File: src/hw/rtl/vqn_pkg.sv
// Shared constants and the item type handed along the cell chain.
`default_nettype none

package vqn_pkg;

    localparam int VECTOR_LENGTH = 14;
    localparam int IDX_W         = 4;
    localparam int SAMPLE_W      = 32;
    localparam int QUANT_W       = 15;
    localparam int MAG_W         = 14;
    localparam int SUM_W         = 30;
    localparam int ROOT_W        = 15;
    localparam int REM_W         = 17;
    localparam int SQRT_CELLS    = ROOT_W;

    localparam logic [IDX_W-1:0] POS_SIGN_LO = IDX_W'(5);
    localparam logic [IDX_W-1:0] POS_SIGN_HI = IDX_W'(6);
    localparam logic [IDX_W-1:0] POS_STEP_LO = IDX_W'(9);
    localparam logic [IDX_W-1:0] POS_STEP_HI = IDX_W'(11);
    localparam logic [IDX_W-1:0] POS_LAST    = IDX_W'(VECTOR_LENGTH - 1);

    localparam logic signed [QUANT_W-1:0]  QUANT_ONE  = 15'sd8192;
    localparam logic signed [SAMPLE_W-1:0] HALF_RAW   = 32'sd32768;
    localparam logic signed [SAMPLE_W-1:0] ONE_RAW    = 32'sd65536;
    localparam logic [SUM_W:0]             SUM_MAX    = {1'b0, {SUM_W{1'b1}}};

    typedef struct packed {
        logic signed [QUANT_W-1:0] quantized;
        logic                      vector_end;
        logic [SUM_W-1:0]          norm_squared;
        logic [SUM_W-1:0]          radicand;
        logic [REM_W-1:0]          rem;
        logic [ROOT_W-1:0]         root;
    } vqn_item_t;

endpackage

`default_nettype wire

File: src/hw/rtl/vqn_quant_cell.sv
// Head cell: quantizes one element and keeps the running sum of squares.
`default_nettype none

module vqn_quant_cell
    import vqn_pkg::*;
(
    input  wire logic                       clk,
    input  wire logic                       rst_n,
    input  wire logic                       valid_in,
    output logic                            ready_out,
    input  wire logic signed [SAMPLE_W-1:0] sample_value,
    output logic                            valid_out,
    input  wire logic                       ready_in,
    output vqn_item_t                       item_out
);

    logic                      valid_reg;
    vqn_item_t                 item_reg;
    vqn_item_t                 item_next;
    logic [IDX_W-1:0]          idx_reg;
    logic [IDX_W-1:0]          idx_next;
    logic [SUM_W-1:0]          sum_reg;
    logic [SUM_W-1:0]          sum_next;
    logic signed [QUANT_W-1:0] q;
    logic [16:0]               clamped;
    logic [17:0]               rounded;
    logic [MAG_W-1:0]          mag;
    logic [2*MAG_W-1:0]        sq;
    logic [SUM_W:0]            sum_wide;
    logic [SUM_W-1:0]          sum_sat;
    logic                      last;
    logic                      accept;

    assign ready_out = !valid_reg || ready_in;
    assign accept    = valid_in && ready_out;
    assign valid_out = valid_reg;
    assign item_out  = item_reg;

    always_comb
    begin
        if (sample_value[SAMPLE_W-1])
            clamped = '0;
        else if (sample_value > ONE_RAW)
            clamped = 17'h10000;
        else
            clamped = sample_value[16:0];
        rounded = {1'b0, clamped} + 18'd4;

        if ((idx_reg == POS_SIGN_LO || idx_reg == POS_SIGN_HI) && sample_value[SAMPLE_W-1])
            q = -QUANT_ONE;
        else if (idx_reg >= POS_STEP_LO && idx_reg <= POS_STEP_HI)
            q = (sample_value > HALF_RAW) ? QUANT_ONE : '0;
        else
            q = signed'(rounded[17:3]);

        mag      = q[QUANT_W-1] ? MAG_W'(-q) : q[MAG_W-1:0];
        sq       = mag * mag;
        sum_wide = {1'b0, sum_reg} + {{(SUM_W + 1 - 2*MAG_W){1'b0}}, sq};
        sum_sat  = (sum_wide > SUM_MAX) ? SUM_MAX[SUM_W-1:0] : sum_wide[SUM_W-1:0];
        last     = idx_reg >= POS_LAST;

        item_next.quantized    = q;
        item_next.vector_end   = last;
        item_next.norm_squared = last ? sum_sat : '0;
        item_next.radicand     = last ? sum_sat : '0;
        item_next.rem          = '0;
        item_next.root         = '0;

        idx_next = last ? '0 : idx_reg + IDX_W'(1);
        sum_next = last ? '0 : sum_sat;
    end

    always_ff @(posedge clk or negedge rst_n)
    begin
        if (!rst_n)
        begin
            valid_reg <= 1'b0;
            idx_reg   <= '0;
            sum_reg   <= '0;
        end
        else if (accept)
        begin
            valid_reg <= 1'b1;
            idx_reg   <= idx_next;
            sum_reg   <= sum_next;
        end
        else if (ready_in)
        begin
            valid_reg <= 1'b0;
        end
    end

    always_ff @(posedge clk)
    begin
        if (accept)
            item_reg <= item_next;
    end

endmodule

`default_nettype wire

File: src/hw/rtl/vqn_sqrt_cell.sv
// Root cell: settles one bit of the floor square root and passes the item on.
`default_nettype none

module vqn_sqrt_cell
    import vqn_pkg::*;
(
    input  wire logic      clk,
    input  wire logic      rst_n,
    input  wire logic      valid_in,
    output logic           ready_out,
    input  wire vqn_item_t item_in,
    output logic           valid_out,
    input  wire logic      ready_in,
    output vqn_item_t      item_out
);

    logic          valid_reg;
    vqn_item_t     item_reg;
    vqn_item_t     item_next;
    logic [REM_W:0] rem_shift;
    logic [REM_W:0] trial;
    logic           accept;

    assign ready_out = !valid_reg || ready_in;
    assign accept    = valid_in && ready_out;
    assign valid_out = valid_reg;
    assign item_out  = item_reg;

    // remainder stays below 2*root+1, so 16 bits of it carry into the shift
    always_comb
    begin
        item_next  = item_in;
        rem_shift  = {item_in.rem[REM_W-2:0], item_in.radicand[SUM_W-1:SUM_W-2]};
        trial      = {1'b0, item_in.root, 2'b01};
        item_next.radicand = {item_in.radicand[SUM_W-3:0], 2'b00};
        if (rem_shift >= trial)
        begin
            item_next.rem  = REM_W'(rem_shift - trial);
            item_next.root = {item_in.root[ROOT_W-2:0], 1'b1};
        end
        else
        begin
            item_next.rem  = rem_shift[REM_W-1:0];
            item_next.root = {item_in.root[ROOT_W-2:0], 1'b0};
        end
    end

    always_ff @(posedge clk or negedge rst_n)
    begin
        if (!rst_n)
            valid_reg <= 1'b0;
        else if (accept)
            valid_reg <= 1'b1;
        else if (ready_in)
            valid_reg <= 1'b0;
    end

    always_ff @(posedge clk)
    begin
        if (accept)
            item_reg <= item_next;
    end

endmodule

`default_nettype wire

File: src/hw/rtl/vector_quantize_and_norm.sv
// Input to result passes one quantize cell and then 15 root cells.
// Throughput: one item per cycle while out_ready is high; a cell frees once its item is taken.
// The square root is resolved one bit per cell along the chain; the chain length sets latency.
// Reset (rst_n, async low) empties the chain and clears the element position and sum.
// A stalled output backs up cell by cell; the input stalls only when every cell is full.
`default_nettype none

module vector_quantize_and_norm
    import vqn_pkg::*;
(
    input  wire logic                       clk,
    input  wire logic                       rst_n,
    input  wire logic                       in_valid,
    output logic                            in_ready,
    input  wire logic signed [SAMPLE_W-1:0] sample_value,
    output logic                            out_valid,
    input  wire logic                       out_ready,
    output logic signed [QUANT_W-1:0]       quantized,
    output logic                            vector_end,
    output logic [SUM_W-1:0]                norm_squared,
    output logic [ROOT_W-1:0]               norm_root
);

    vqn_item_t items [SQRT_CELLS+1];
    logic      valids[SQRT_CELLS+1];
    logic      readys[SQRT_CELLS+1];

    vqn_quant_cell u_quant (
        .clk          (clk),
        .rst_n        (rst_n),
        .valid_in     (in_valid),
        .ready_out    (in_ready),
        .sample_value (sample_value),
        .valid_out    (valids[0]),
        .ready_in     (readys[0]),
        .item_out     (items[0])
    );

    for (genvar i = 0; i < SQRT_CELLS; i++)
    begin : g_root
        vqn_sqrt_cell u_cell (
            .clk       (clk),
            .rst_n     (rst_n),
            .valid_in  (valids[i]),
            .ready_out (readys[i]),
            .item_in   (items[i]),
            .valid_out (valids[i+1]),
            .ready_in  (readys[i+1]),
            .item_out  (items[i+1])
        );
    end

    assign readys[SQRT_CELLS] = out_ready;
    assign out_valid          = valids[SQRT_CELLS];
    assign quantized          = items[SQRT_CELLS].quantized;
    assign vector_end         = items[SQRT_CELLS].vector_end;
    assign norm_squared       = items[SQRT_CELLS].norm_squared;
    assign norm_root          = items[SQRT_CELLS].root;

endmodule

`default_nettype wire

File: config.mk
export PLATFORM = sky130hd
export DESIGN_NAME = vector_quantize_and_norm
export DESIGN_NICKNAME = d
export VERILOG_FILES = /design/src/hw/rtl/vqn_pkg.sv /design/src/hw/rtl/vqn_quant_cell.sv /design/src/hw/rtl/vqn_sqrt_cell.sv /design/src/hw/rtl/vector_quantize_and_norm.sv
export SDC_FILE = /design/constraint.sdc
export NUM_CORES = 2
export LEC_CHECK = 0
export BUFFER_PORTS_ARGS = -buffer_cell sky130_fd_sc_hd__buf_2
export CAP_MARGIN = 30
export CORE_MARGIN = 10
export CORE_UTILIZATION = 60
export CTS_BUF_LIST = sky130_fd_sc_hd__clkbuf_8
export DETAILED_ROUTE_END_ITERATION = 16
export GPL_TIMING_DRIVEN = 0
export PLACE_DENSITY = 0.76
export SYNTH_ARGS = -nofsm -noshare
export SYNTH_HDL_FRONTEND = slang
export SYNTH_HIERARCHICAL = 1
export SYNTH_SLANG_ARGS = --single-unit
File: constraint.sdc
create_clock -name clk -period 19.1 [get_ports clk]
set_input_delay 2.865 -clock clk [delete_from_list [all_inputs] [get_ports clk]]
set_output_delay 2.865 -clock clk [all_outputs]
set_load 0.02 [all_outputs]
==> results.py <==
metrics = {
    "sta": {
        "worst_slew_pin_slew_ns": 0.880,
        "maxSlewHeadroom": 0.411,
        "whs_ns": 0.386,
        "fmax_ghz": 0.0816,
        "drv_slew": 0,
        "setup_tns_ns": 0,
        "finalCritPeriodShare": 0.642,
        "finalSetupViolations": 0,
        "hold_viol_final": 0,
        "setup_ws_ns": 6.84,
        "post-route-min-period_ns": 12.26,
        "fin_skew_ns": 0.0452,
        "rsz0062_at_grt": "no",
    },
    "detailed_routing": {
        "drtPass1Iterations": 6,
        "drc": 0,
        "dr_wl_met2_um": 60900,
        "wl_met1_um": 56400,
        "vias": 37100,
        "wl_per_cell_um": 18.8,
        "via_per_inst": 5.46,
        "postRouteWirelength_um": 128000,
        "drtAntennaViolNets": 0,
        "maxUsedRoutingLayer": "met4",
        "wl_met3_um": 6630,
        "drt_iter0_markers": 2389,
    },
    "power_and_ir_drop": {
        "p_total_uw": 10800,
        "power.leakage_uw": 0.0298,
        "vdd_drop_max_v": 0.0000732,
        "p_per_area_nw_per_um2": 145,
    },
    "yosys": {
        "yosys_warnings": 6,
        "synth_area_um2": 67300,
        "syn_avg_cell_area_um2": 14.2,
        "synthCells": 4744,
    },
    "run_status": {
        "status": "finished, final reports clean",
    },
    "critical_path": {
        "end_kind": "register",
        "criticalPathCategory": "input port to register",
        "critPathMaxFanout": 10,
        "r2r-start": "u_quant/idx_reg[0]$_DFFE_PN0P_",
        "worstSetupStartpointType": "input port",
        "critPathTopFamily": "adder cells",
        "max_stage_delay_ns": 0.72,
        "cpMostUsedCell": "fa_1",
        "cp.buffers_inverters": 8,
        "r2r-end": "u_quant/item_out[55]$_SDFFCE_PP0P_",
        "slowest_stage": "nor4_1",
        "critPathRequiredTime_ns": 19.71,
        "arrival_ns": 12.87,
        "rr_worst_depth": 33,
        "rrSetupSlack_ns": 8.72,
    },
    "clock_tree": {
        "tritoncts": "built",
        "clk_pin_slew_worst_paths_ns": 0.07,
        "cts-root-buf": "clkbuf_8",
        "clock_latency_ns": 0.89,
        "clock_sink_count": 1445,
        "clk_path_buf_depth": 3,
        "post-cts-setup-buffers": 0,
        "cts_hold_buf": 0,
        "post_cts_resize_count": 0,
        "numCtsBuffers": 217,
        "ctsHtreeMaxLevel": 4,
    },
    "floorplanning": {
        "rows": 122,
        "start_util": 0.607,
        "fp.dieArea_um2": 126000,
        "die_y_um": 355,
        "core_area_um2": 111000,
        "io-pin-count": 99,
        "die_w_um": 355,
    },
    "global_route": {
        "grt_pass1_wl_um": 204000,
        "track_usage": 0.203,
        "grt_pass1_vias": 37700,
        "grt_max_degree": 71,
        "grt-ovfl-total": 0,
        "antenna_found_initial": 2,
    },
    "worst_hold_path": {
        "hold_path_end": "g_root[8].u_cell/item_out[106]$_DFFE_PP_",
        "hp-start": "g_root[7].u_cell/item_out[106]$_DFFE_PP_",
        "hold_depth": 0,
        "hold_class": "register to register",
    },
    "cells_and_area": {
        "largest_reg_flops": 1349,
        "finish.utilization": 0.671,
        "drive_gt1_frac": 0.145,
        "fill_cells": 7782,
        "nets": 5652,
        "area_growth_syn_to_layout_pct": 10.5,
    },
    "placement": {
        "numPortBuffers": 98,
        "gp_congestion": 0.924,
        "dp_hpwl_um": 93600,
        "post-place-ws_ns": 6.05,
    },
    "run": {
        "cap_viol_max_count": 0,
    },
}
## area by class of cell
| class | count | area, um2 | area share |
|---|---|---|---|
| Clock buffer | 230 | 3170 | 0.0425 |
| Inverter | 532 | 2000 | 0.0268 |
| Antenna cell | 2 | 5.00 | 0.0000672 |
| Sequential cell | 1445 | 43100 | 0.580 |
| Tap cell | 1488 | 1860 | 0.0250 |
| Buffer | 119 | 931 | 0.0125 |
| Timing Repair Buffer | 115 | 936 | 0.0126 |
| Clock inverter | 170 | 951 | 0.0128 |
| Multi-Input combinational cell | 2686 | 21400 | 0.288 |
## cell usage in the layout, fill, tap and decap left out, types with 19 or more instances in the layout
| cell type | n |
|---|---|
| edfxtp_1 | 1395 |
| inv_1 | 593 |
| ha_1 | 353 |
| nand2_1 | 309 |
| nor2_1 | 243 |
| o21ai_0 | 237 |
| clkbuf_8 | 230 |
| a21oi_1 | 188 |
| fa_1 | 147 |
| mux2_2 | 113 |
| buf_2 | 106 |
| xnor2_1 | 105 |
| xor2_1 | 104 |
| nand3_1 | 83 |
| nand2b_1 | 68 |
| buf_4 | 66 |
| clkinv_1 | 59 |
| a21o_1 | 56 |
| dfrtp_1 | 50 |
| o21a_1 | 48 |
| conb_1 | 40 |
| and2_1 | 38 |
| nand4_1 | 38 |
| o21ai_1 | 37 |
| nor3_1 | 36 |
| o21bai_1 | 32 |
| buf_6 | 30 |
| nor3b_1 | 30 |
| and2_4 | 29 |
| clkinv_2 | 28 |
| a22oi_1 | 28 |
| o22ai_1 | 24 |
| a211oi_1 | 19 |
## worst register-to-register path, delay by kind of cell (launching register included)
| kind | cells | cell delay (ns) |
|---|---|---|
| adder cells (fa/ha/maj) | 9 | 3.89 |
| flip-flops | 1 | 0.47 |
| AO/OA/AOI/OAI | 4 | 1.51 |
| buffers and inverters | 10 | 1.80 |
| AND/OR/NAND/NOR | 10 | 2.43 |
## power by group
part	internal (uW)	switching (uW)	total, uW
sequential	4400	326	4720
clock	1190	1160	2350
combinational	1550	2170	3720
## through the flow
| stage | cells | instance area, um2 |
|---|---|---|
| after global routing | 6787 | 74400 |
| after global placement | 6368 | 69800 |
| after CTS | 6785 | 74400 |
| after floorplan | 4782 | 67500 |
| after detailed placement | 6385 | 70300 |
| final | 6787 | 74400 |
## routing by layer
layer  up-vias  GRT usage
met5         -          0
met4         0     0.0735
met3       227     0.0376
met2       951      0.333
met1     18000      0.272
li1      17900          -
## how the worst max path moves through the flow
stage	slack, ns	depth (start not counted)	to	start
6_report	6.84	33	u_quant/item_out[55]$_SDFFCE_PP0P_	sample_value[7]
2_1_floorplan	8.23	34	u_quant/item_out[55]$_SDFFCE_PP0P_	sample_value[3]
3_3_place_gp	6.08	33	u_quant/sum_reg[23]$_DFFE_PN0P_	sample_value[7]
5_1_grt	6.32	35	u_quant/item_out[55]$_SDFFCE_PP0P_	sample_value[7]
4_1_cts	7.01	35	u_quant/item_out[55]$_SDFFCE_PP0P_	sample_value[7]
3_5_place_dp	6.05	35	u_quant/item_out[55]$_SDFFCE_PP0P_	sample_value[7]
(Power assumes the default switching activity.)
